===== src/rtl/iswc_pkg.sv =====
// ----------------------------------------------------------------------------
// iswc_pkg: shared definitions for the insertion sorter
// Sizes, count limits and the command/status bundles that join the
// controller to the datapath.
// ----------------------------------------------------------------------------
package iswc_pkg;

	// buffer geometry
	localparam int DEPTH   = 32;
	localparam int ADDR_W  = $clog2(DEPTH);
	localparam int FILL_W  = $clog2(DEPTH + 1);
	localparam int VALUE_W = 32;

	// count fields and their saturation limits
	localparam int MOVE_W = 10;
	localparam int CMP_W  = 9;
	localparam logic [MOVE_W-1:0] MOVE_MAX = '1;
	localparam logic [CMP_W-1:0]  CMP_MAX  = '1;

	// controller to datapath
	typedef struct packed {
		logic load;      // store the input beat, or flag it dropped
		logic start;     // first pass index, clear counts and output index
		logic rd_t;      // read the element that this pass inserts
		logic cap_t;     // latch that element and open the pass
		logic rd_prev;   // read the neighbor below the hole
		logic cmp_step;  // compare, then shift the neighbor up or place the element
		logic place0;    // place the element at the bottom
		logic next_pass; // advance the pass index
		logic rd_out;    // read the next sorted element
		logic ld_out;    // load the output register
		logic out_next;  // advance the output index
		logic clear;     // empty the buffer for the next set
	} cmd_t;

	// datapath to controller
	typedef struct packed {
		logic pos_zero;  // hole is at the bottom
		logic ooo;       // neighbor must move past the element
		logic pass_done; // the current pass was the last one
		logic few;       // one element or none: nothing to sort
		logic out_last;  // output index is at the last element
		logic out_taken; // output beat accepted this cycle
	} status_t;

endpackage


===== src/rtl/iswc_datapath.sv =====
// ----------------------------------------------------------------------------
// iswc_datapath: element buffer, pass registers, counters and output register
// One-write, one-read buffer with a registered read port; the controller
// steps it through loading, insertion passes and readout.
// ----------------------------------------------------------------------------
module iswc_datapath (
	input  logic                           clk,
	input  logic                           arst_n,
	input  iswc_pkg::cmd_t                 cmd,
	output iswc_pkg::status_t              status,
	input  logic                           cfg_we,
	input  logic                           cfg_desc,
	input  logic signed [iswc_pkg::VALUE_W-1:0] value,
	input  logic                           out_ready,
	output logic                           out_valid,
	output logic signed [iswc_pkg::VALUE_W-1:0] sorted_value,
	output logic                           final_res,
	output logic [iswc_pkg::MOVE_W-1:0]    move_count,
	output logic [iswc_pkg::CMP_W-1:0]     compare_count,
	output logic                           dropped
);
	import iswc_pkg::*;

	logic signed [VALUE_W-1:0] mem [DEPTH];
	logic signed [VALUE_W-1:0] rd_q;
	logic signed [VALUE_W-1:0] t_q;
	logic [FILL_W-1:0]         fill_q;
	logic                      ovf_q;
	logic                      desc_q;
	logic [ADDR_W-1:0]         i_q;
	logic [ADDR_W-1:0]         pos_q;
	logic [ADDR_W-1:0]         k_q;
	logic [MOVE_W-1:0]         move_q;
	logic [CMP_W-1:0]          cmp_q;
	logic                      out_valid_q;

	logic [ADDR_W-1:0]         raddr;
	logic [ADDR_W-1:0]         waddr;
	logic signed [VALUE_W-1:0] wdata;
	logic                      we;
	logic                      room;
	logic                      ooo;
	logic                      move_inc;
	logic                      k_last;

	// decide order between the stored neighbor and the element in hand
	assign ooo  = desc_q ? (rd_q < t_q) : (rd_q > t_q);
	assign room = (fill_q < FILL_W'(DEPTH));
	assign k_last = ((FILL_W'(k_q) + FILL_W'(1)) == fill_q);

	// select read address for the step in progress
	always_comb begin
		priority if (cmd.rd_t) begin
			raddr = i_q;
		end else if (cmd.rd_prev) begin
			raddr = pos_q - ADDR_W'(1);
		end else begin
			raddr = k_q;
		end
	end

	// select write address and data
	always_comb begin
		we    = (cmd.load && room) || cmd.cmp_step || cmd.place0;
		waddr = cmd.load ? fill_q[ADDR_W-1:0] : pos_q;
		priority if (cmd.load) begin
			wdata = value;
		end else if (cmd.cmp_step && ooo) begin
			wdata = rd_q;
		end else begin
			wdata = t_q;
		end
	end

	// buffer storage, registered read on a read command
	always_ff @(posedge clk) begin
		if (we) begin
			mem[waddr] <= wdata;
		end
		if (cmd.rd_t || cmd.rd_prev || cmd.rd_out) begin
			rd_q <= mem[raddr];
		end
	end

	assign move_inc = cmd.cap_t || cmd.cmp_step || cmd.place0;

	// fill level, drop flag and mode
	always_ff @(posedge clk or negedge arst_n) begin
		if (!arst_n) begin
			fill_q <= '0;
			ovf_q  <= 1'b0;
			desc_q <= 1'b0;
		end else begin
			if (cfg_we) begin
				desc_q <= cfg_desc;
			end
			if (cmd.clear) begin
				fill_q <= '0;
				ovf_q  <= 1'b0;
			end else if (cmd.load) begin
				if (room) begin
					fill_q <= fill_q + FILL_W'(1);
				end else begin
					ovf_q <= 1'b1;
				end
			end
		end
	end

	// pass index, hole position, element in hand, output index
	always_ff @(posedge clk) begin
		if (cmd.start) begin
			i_q <= ADDR_W'(1);
			k_q <= '0;
		end else begin
			if (cmd.next_pass) begin
				i_q <= i_q + ADDR_W'(1);
			end
			if (cmd.out_next) begin
				k_q <= k_q + ADDR_W'(1);
			end
		end
		if (cmd.cap_t) begin
			t_q   <= rd_q;
			pos_q <= i_q;
		end else if (cmd.cmp_step && ooo) begin
			pos_q <= pos_q - ADDR_W'(1);
		end
	end

	// saturating move and comparison counters
	always_ff @(posedge clk) begin
		if (cmd.start) begin
			move_q <= '0;
			cmp_q  <= '0;
		end else begin
			if (move_inc && (move_q != MOVE_MAX)) begin
				move_q <= move_q + MOVE_W'(1);
			end
			if (cmd.cmp_step && (cmp_q != CMP_MAX)) begin
				cmp_q <= cmp_q + CMP_W'(1);
			end
		end
	end

	// output valid: set on load, drop on accepted beat
	always_ff @(posedge clk or negedge arst_n) begin
		if (!arst_n) begin
			out_valid_q <= 1'b0;
		end else if (cmd.ld_out) begin
			out_valid_q <= 1'b1;
		end else if (out_valid_q && out_ready) begin
			out_valid_q <= 1'b0;
		end
	end

	// output payload
	always_ff @(posedge clk) begin
		if (cmd.ld_out) begin
			sorted_value  <= rd_q;
			final_res     <= k_last;
			move_count    <= k_last ? move_q : '0;
			compare_count <= k_last ? cmp_q : '0;
			dropped       <= ovf_q;
		end
	end

	assign out_valid = out_valid_q;

	// status back to the controller
	assign status.pos_zero  = (pos_q == '0);
	assign status.ooo       = ooo;
	assign status.pass_done = ((FILL_W'(i_q) + FILL_W'(1)) == fill_q);
	assign status.few       = (fill_q <= FILL_W'(1));
	assign status.out_last  = k_last;
	assign status.out_taken = out_valid_q && out_ready;

endmodule


===== src/rtl/iswc_ctrl.sv =====
// ----------------------------------------------------------------------------
// iswc_ctrl: sequencing state machine for the insertion sorter
// Walks load, insertion passes and readout, issuing one command set per cycle.
// ----------------------------------------------------------------------------
module iswc_ctrl (
	input  logic               clk,
	input  logic               arst_n,
	input  logic               in_valid,
	input  logic               last,
	output logic               in_ready,
	input  iswc_pkg::status_t  status,
	output iswc_pkg::cmd_t     cmd
);
	import iswc_pkg::*;

	localparam logic [3:0] ST_IDLE     = 4'd0;
	localparam logic [3:0] ST_SORT_CHK = 4'd1;
	localparam logic [3:0] ST_RD_T     = 4'd2;
	localparam logic [3:0] ST_CAP_T    = 4'd3;
	localparam logic [3:0] ST_CMP_RD   = 4'd4;
	localparam logic [3:0] ST_CMP      = 4'd5;
	localparam logic [3:0] ST_NEXT     = 4'd6;
	localparam logic [3:0] ST_OUT_RD   = 4'd7;
	localparam logic [3:0] ST_OUT_LD   = 4'd8;
	localparam logic [3:0] ST_OUT_WAIT = 4'd9;

	logic [3:0] state_q;
	logic [3:0] state_d;

	assign in_ready = (state_q == ST_IDLE);

	// next state and commands
	always_comb begin
		state_d = state_q;
		cmd     = '0;
		unique case (state_q)
			ST_IDLE: begin
				if (in_valid) begin
					cmd.load = 1'b1;
					if (last) begin
						state_d = ST_SORT_CHK;
					end
				end
			end
			ST_SORT_CHK: begin
				cmd.start = 1'b1;
				state_d   = status.few ? ST_OUT_RD : ST_RD_T;
			end
			ST_RD_T: begin
				cmd.rd_t = 1'b1;
				state_d  = ST_CAP_T;
			end
			ST_CAP_T: begin
				cmd.cap_t = 1'b1;
				state_d   = ST_CMP_RD;
			end
			ST_CMP_RD: begin
				if (status.pos_zero) begin
					cmd.place0 = 1'b1;
					state_d    = ST_NEXT;
				end else begin
					cmd.rd_prev = 1'b1;
					state_d     = ST_CMP;
				end
			end
			ST_CMP: begin
				cmd.cmp_step = 1'b1;
				state_d      = status.ooo ? ST_CMP_RD : ST_NEXT;
			end
			ST_NEXT: begin
				if (status.pass_done) begin
					state_d = ST_OUT_RD;
				end else begin
					cmd.next_pass = 1'b1;
					state_d       = ST_RD_T;
				end
			end
			ST_OUT_RD: begin
				cmd.rd_out = 1'b1;
				state_d    = ST_OUT_LD;
			end
			ST_OUT_LD: begin
				cmd.ld_out = 1'b1;
				state_d    = ST_OUT_WAIT;
			end
			ST_OUT_WAIT: begin
				if (status.out_taken) begin
					if (status.out_last) begin
						cmd.clear = 1'b1;
						state_d   = ST_IDLE;
					end else begin
						cmd.out_next = 1'b1;
						state_d      = ST_OUT_RD;
					end
				end
			end
			default: begin
				state_d = ST_IDLE;
			end
		endcase
	end

	// state register
	always_ff @(posedge clk or negedge arst_n) begin
		if (!arst_n) begin
			state_q <= ST_IDLE;
		end else begin
			state_q <= state_d;
		end
	end

endmodule


===== src/rtl/insertion_sorter_with_counts.sv =====
// ----------------------------------------------------------------------------
// insertion_sorter_with_counts: buffered insertion sort with move/compare counts
// Collects a set of signed values, sorts it ascending or descending and
// streams the sorted set out with counts on the final beat.
//
//   channel | signals                                    | beat
//   --------+--------------------------------------------+----------------------
//   in      | in_valid, in_ready, value, last            | one element
//   out     | out_valid, out_ready, sorted_value,        | one sorted element
//           | final_res, move_count, compare_count,      |
//           | dropped                                    |
//   cfg     | cfg_valid, cfg_ready, descending           | sort direction
//
// Loading stores each element as it arrives; the sort opens with a setup step.
// Each insertion pass reads and latches its element, then reads and compares
// each neighbor in turn, placing the element at the bottom when it sinks there,
// all through the single buffer read port; readout reads and loads each element.
// Input is taken only between sets; out_ready low holds the current result.
// Reset clears the fill level, drop flag, direction and state machine;
// the buffer itself needs no clearing.
// ----------------------------------------------------------------------------
module insertion_sorter_with_counts (
	input  logic                                 clk,
	input  logic                                 arst_n,
	input  logic                                 in_valid,
	output logic                                 in_ready,
	input  logic signed [iswc_pkg::VALUE_W-1:0]  value,
	input  logic                                 last,
	output logic                                 out_valid,
	input  logic                                 out_ready,
	output logic signed [iswc_pkg::VALUE_W-1:0]  sorted_value,
	output logic                                 final_res,
	output logic [iswc_pkg::MOVE_W-1:0]          move_count,
	output logic [iswc_pkg::CMP_W-1:0]           compare_count,
	output logic                                 dropped,
	input  logic                                 cfg_valid,
	output logic                                 cfg_ready,
	input  logic                                 descending
);
	import iswc_pkg::*;

	cmd_t    cmd;
	status_t status;

	// direction register always takes a write
	assign cfg_ready = 1'b1;

	iswc_ctrl u_ctrl (
		.clk      (clk),
		.arst_n   (arst_n),
		.in_valid (in_valid),
		.last     (last),
		.in_ready (in_ready),
		.status   (status),
		.cmd      (cmd)
	);

	iswc_datapath u_datapath (
		.clk           (clk),
		.arst_n        (arst_n),
		.cmd           (cmd),
		.status        (status),
		.cfg_we        (cfg_valid && cfg_ready),
		.cfg_desc      (descending),
		.value         (value),
		.out_ready     (out_ready),
		.out_valid     (out_valid),
		.sorted_value  (sorted_value),
		.final_res     (final_res),
		.move_count    (move_count),
		.compare_count (compare_count),
		.dropped       (dropped)
	);

	// never load while a result is pending
	a_no_overlap: assert property (@(posedge clk) disable iff (!arst_n)
		!(in_ready && out_valid))
		else $error("input taken while a result is pending");

	// counts are zero except on the final beat
	a_counts_final: assert property (@(posedge clk) disable iff (!arst_n)
		(out_valid && !final_res) |-> (move_count == '0 && compare_count == '0))
		else $error("counts shown on a non-final beat");

	// final beat returns the block to loading
	a_final_idle: assert property (@(posedge clk) disable iff (!arst_n)
		(out_valid && out_ready && final_res) |=> in_ready)
		else $error("block not ready after final beat");

	// a load is never followed directly by a result
	a_load_no_out: assert property (@(posedge clk) disable iff (!arst_n)
		(in_valid && in_ready) |=> !out_valid)
		else $error("result appeared right after a load");

endmodule

===== config.mk =====
export PLATFORM = sky130hd
export DESIGN_NAME = insertion_sorter_with_counts
export DESIGN_NICKNAME = d
export VERILOG_FILES = /design/src/rtl/iswc_pkg.sv /design/src/rtl/iswc_datapath.sv /design/src/rtl/iswc_ctrl.sv /design/src/rtl/insertion_sorter_with_counts.sv
export SDC_FILE = /design/constraint.sdc
export NUM_CORES = 2
export LEC_CHECK = 0
export ABC_AREA = 1
export BUFFER_PORTS_ARGS = -buffer_cell sky130_fd_sc_hd__buf_2
export CORE_MARGIN = 3
export CORE_UTILIZATION = 42
export CTS_CLUSTER_DIAMETER = 100
export DETAILED_ROUTE_END_ITERATION = 8
export SETUP_SLACK_MARGIN = 0.02
export SLEW_MARGIN = 25
export SYNTH_ARGS = -nofsm -noshare
export SYNTH_HDL_FRONTEND = slang
export SYNTH_SLANG_ARGS = --single-unit

===== constraint.sdc =====
create_clock -name clk -period 5.8 [get_ports clk]
set_input_delay 1.16 -clock clk [delete_from_list [all_inputs] [get_ports clk]]
set_output_delay 1.16 -clock clk [all_outputs]
set_load 0.05 [all_outputs]

==> impl.org <==
** Place
- Placed cell count :: 6717
- The count of buffers added on input and output ports is 93.
- Once placement finished, the instance area stood at 0.0548 sq mm.
- Global placer's final weighted congestion :: 0.874
- Once detailed placement completed, the half-perimeter wirelength came to 91.7 mm.

** Worst setup path
- Crit Path Category :: reg2reg
- The slowest stage of the critical path belongs to the cell sky130_fd_sc_hd__nor2_4.
- CP Max Fanout :: 21
- Critical Path End Type :: flip-flop
- Required time at the worst-slack endpoint :: 6.21 ns
- STA classifies the critical path startpoint as a flip-flop.
- Slowest Stage Delay on Critical Path :: 0.98 ns
- Chain of cells forming the critical path :: inv_2 > nand3_1 > nor2_1 > nand2_2 > nor2_2 > inv_1 > nand3_1 > nand3_1 > nor2_4 > buf_4
- Cell occurring most often along the worst timing path :: sky130_fd_sc_hd__nand3_1
- At the worst endpoint, the arrival time is 4.67 ns.

** Clock network
- Number of buffers inserted during clock tree synthesis :: 121
- The tree built by TritonCTS fans out to 1188 sinks.
- Clock Latency Late Sink :: 0.73 ns
- Hold buffer count at CTS :: 0
- In this run the deepest clock path goes through 3 buffers.
- Clock-pin slew was measured on the worst setup and hold paths at 0.06 ns.
- Setup fix buffers added after clock tree synthesis :: 0
- The tree is rooted in a sky130_fd_sc_hd__clkbuf_16.
- CTS tree :: built
- After clock tree synthesis, the repair step resized 0 gates.
- The H-tree generated during clock tree synthesis spans 3 levels.

** Synthesis
- sky130_fd_sc_hd__edfxtp_1 takes more of the synthesized area than any other cell.
- Counting every instance in the synthesized netlist gives 5125.
- Yosys reg bits :: 1188
- Most instantiated library cell after synthesis :: sky130_fd_sc_hd__nand2_1
- After synthesis, the largest area contributor takes up 65.7% of total cell area.
- Syn nets :: 5205
- Distinct cell type count after synthesis :: 47
- The synthesized design contains 1146 enable-type register cells.
- Syn Std Cell Area :: 0.0524 sq mm
- Sequential cell area fraction in the yosys report :: 67.5%
- Post-synthesis average cell area :: 10.2 sq um
- Predominant post-synthesis flop cell :: sky130_fd_sc_hd__edfxtp_1
- Synth area leaders :: sky130_fd_sc_hd__edfxtp_1 (66%), sky130_fd_sc_hd__nand2_1 (12%), sky130_fd_sc_hd__nand3_1 (7.9%)
- Commonest cells post-synth :: sky130_fd_sc_hd__nand2_1 (1714), sky130_fd_sc_hd__edfxtp_1 (1146), sky130_fd_sc_hd__inv_1 (842)
- Counting flops with an async set or reset pin after synthesis yields a share of 1.09%.
- Total of warnings raised by yosys :: 0

** Finish
- Final core utilization :: 47.8%
- Area of the multi-input gates :: 0.0128 sq mm
- Post-layout instance area :: 0.0587 sq mm
- Area used by sequential logic in the layout :: 0.0353 sq mm
- Share of cells above drive strength 1 :: 8.72%
- Final std cells w/o fill :: 6947
- After filler insertion, the fill cell instance count of the layout stands at 11100.
- Nets :: 5298
- From synthesis to final layout, the design area changed by 12.2%.

** STA
- The tightest hold path in the finished design has a slack of 0.348 ns.
- Headroom to the max-slew limit came out at 32.5%.
- At the pin with the least slew margin, the transition time is 1.01 ns.
- Timing would allow up to 0.235 GHz.
- Period utilization :: 73.4%
- Setup violations remaining at the end of the flow were counted as 0.
- Setup repair after global routing missed its margin :: false
- For the final database, setup skew stands at 0.0346 ns.
- Subtracting the final worst setup slack from the clock period gives 4.26 ns.
- Hold Vio Cnt, Final :: 0
- Setup_tns :: 0 ns
- Total count of max-transition violations in the final report :: 0

** Route
- Ratio of routed vias to standard cells :: 5.14
- Post-detailed-route count of antenna-violating nets :: 0
- Drt wl/cell :: 21.5 um
- After the first detailed-routing iteration, the DRC count stood at 4107.
- Length of the first detailed-routing pass in iterations :: 7
- The final route contains 35700 vias.
- Count of unresolved DRC violations after routing :: 0
- After detailed routing, the total wire length is 150 mm.

** Hold path
- Worst Hold Class :: in2async

** Floorplanning
- Overall die width :: 359 um
- The initial utilization of the core area, before any placement, comes to 42.6%.
- The total area inside the core boundary comes to 0.123 sq mm.
- IO Count :: 95
- The die covers 0.129 sq mm.
- Rows :: 128
- Vert. Die Dim :: 359 um

** Pwr
- Internal power comes to 19.0 mW.
- Leakage :: 24.6 nW
- The analysis attributes to net switching a power of 14.9 mW.
- VDD sags by at most 0.494 mV.
- Net switching is 44.0% of the power.
- Fraction of power consumed by the clock network :: 22.4%
- Fraction of power consumed by combinational cells :: 42.6%
- Pwr/cell area :: 578 mW/mm^2
- Sequential fraction of design power :: 34.9%

** Global route
- Total global routing track utilization :: 22.8%
- The via count of the first global-routing pass is 33300.
- The total overflow left after global routing is 0.
- Initial antenna violation count :: 5
- Global-route wire length before repair :: 220 mm
- Entering global routing, the biggest net connects 129 pins.

** Flow run
- Max-cap violations :: 0

** Outcome
- Status :: finished clean
cells in the final DEF, fill, tap and decap left out, drive strengths merged, types with 4 or more instances in the layout:
master    netlist  final
a21oi          50     50
buf           213    209
bufinv          0     10
clkbuf         26    142
clkinv          0     65
clkinvlp        0      8
dfrtp          13     13
dfxtp          29     29
edfxtp       1146   1146
ha             41     41
inv           855    855
nand2        1722   1722
nand3         827    827
nand4          10     10
nor2           98     98
nor3           18     18
o21ai          38     38
or2             4      4
xor2           11     11
state kept, by name, summed over array words and instances, names as in the netlist, 6 cells and up:
signal,count
u_datapath.cmp_q,9
u_datapath.move_count,10
u_datapath.fill_q,6
u_datapath.move_q,10
u_datapath.rd_q,32
u_datapath.mem,1024
u_datapath.t_q,32
u_datapath.compare_count,9
u_datapath.sorted_value,32
area by class of cell:
cell class	instances	area share [%]
antenna	2	0.00852
inverter	855	5.49
clock buffer	142	5.36
multi-input combinational	2843	21.8
sequential	1188	60.1
timing repair buffer	209	2.57
tap	1625	3.46
clock inverter	83	1.20
metal layers:
metal  GRT usage (%)  share of wire [%]  vias up
li1                -                  -    16800
met1            31.4                 42    17200
met2            36.4                 46     1458
met3            4.25                8.5      229
met4            7.74                3.4        0
met5               0                  0        -
power groups by stage:
| stage | clock, mW | sequential (mW) | combinational (mW) |
|---|---|---|---|
| final | 7.62 | 11.9 | 14.5 |
| after global routing | 8.06 | 11.9 | 15.7 |
| after CTS | 7.72 | 11.8 | 14.4 |
| after detailed placement | 0 | 12.0 | 14.3 |
| after global placement | 0 | 12.0 | 14.2 |
| after floorplan | 0 | 11.9 | 8.54 |
final timing paths:
kind	start	endpoint	slack [ns]	cells after the start
setup / recovery	u_ctrl.state_q[0]	u_datapath.mem[13][30]	1.54	10
hold / removal	arst_n	u_datapath.out_valid	0.35	1
setup reg to reg	u_ctrl.state_q[0]	u_datapath.mem[13][30]	1.54	10
hold reg to reg	u_datapath.ovf_q	u_datapath.dropped	0.46	0
max in group asynchronous	arst_n	u_ctrl.state_q[1]	5.21	1
min in group clk	u_datapath.ovf_q	u_datapath.dropped	0.46	0
stage by stage:
step | setup slack (ns) | power, mW
5_1_grt | 1.26 | 35.6
3_5_place_dp | 1.37 | 26.4
6_report | 1.54 | 33.9
2_1_floorplan | 1.62 | 20.5
3_3_place_gp | 1.40 | 26.2
4_1_cts | 1.60 | 34.0
cells by family (layout without fill, tap and decap cells):
| family | Yosys count | after routing | synth area share (%) |
|---|---|---|---|
| fa+ha+maj | 41 | 41 | 0.980 |
| buf+inv | 1094 | 1289 | 8.72 |
| mux | 1 | 1 | 0.0215 |
| xor+xnor | 14 | 14 | 0.234 |
| compound gates | 101 | 101 | 1.04 |
| other cells | 1 | 3 | 0.00716 |
| flops | 1188 | 1188 | 67.5 |
| simple gates | 2685 | 2685 | 21.5 |
worst max-delay path, delay by kind of cell (launching register included):
family / cells / cell delay (ns)
buf+inv: 3 / 0.54
flops: 1 / 0.43
simple gates: 7 / 2.95
Power figures use the tool's default switching activity.
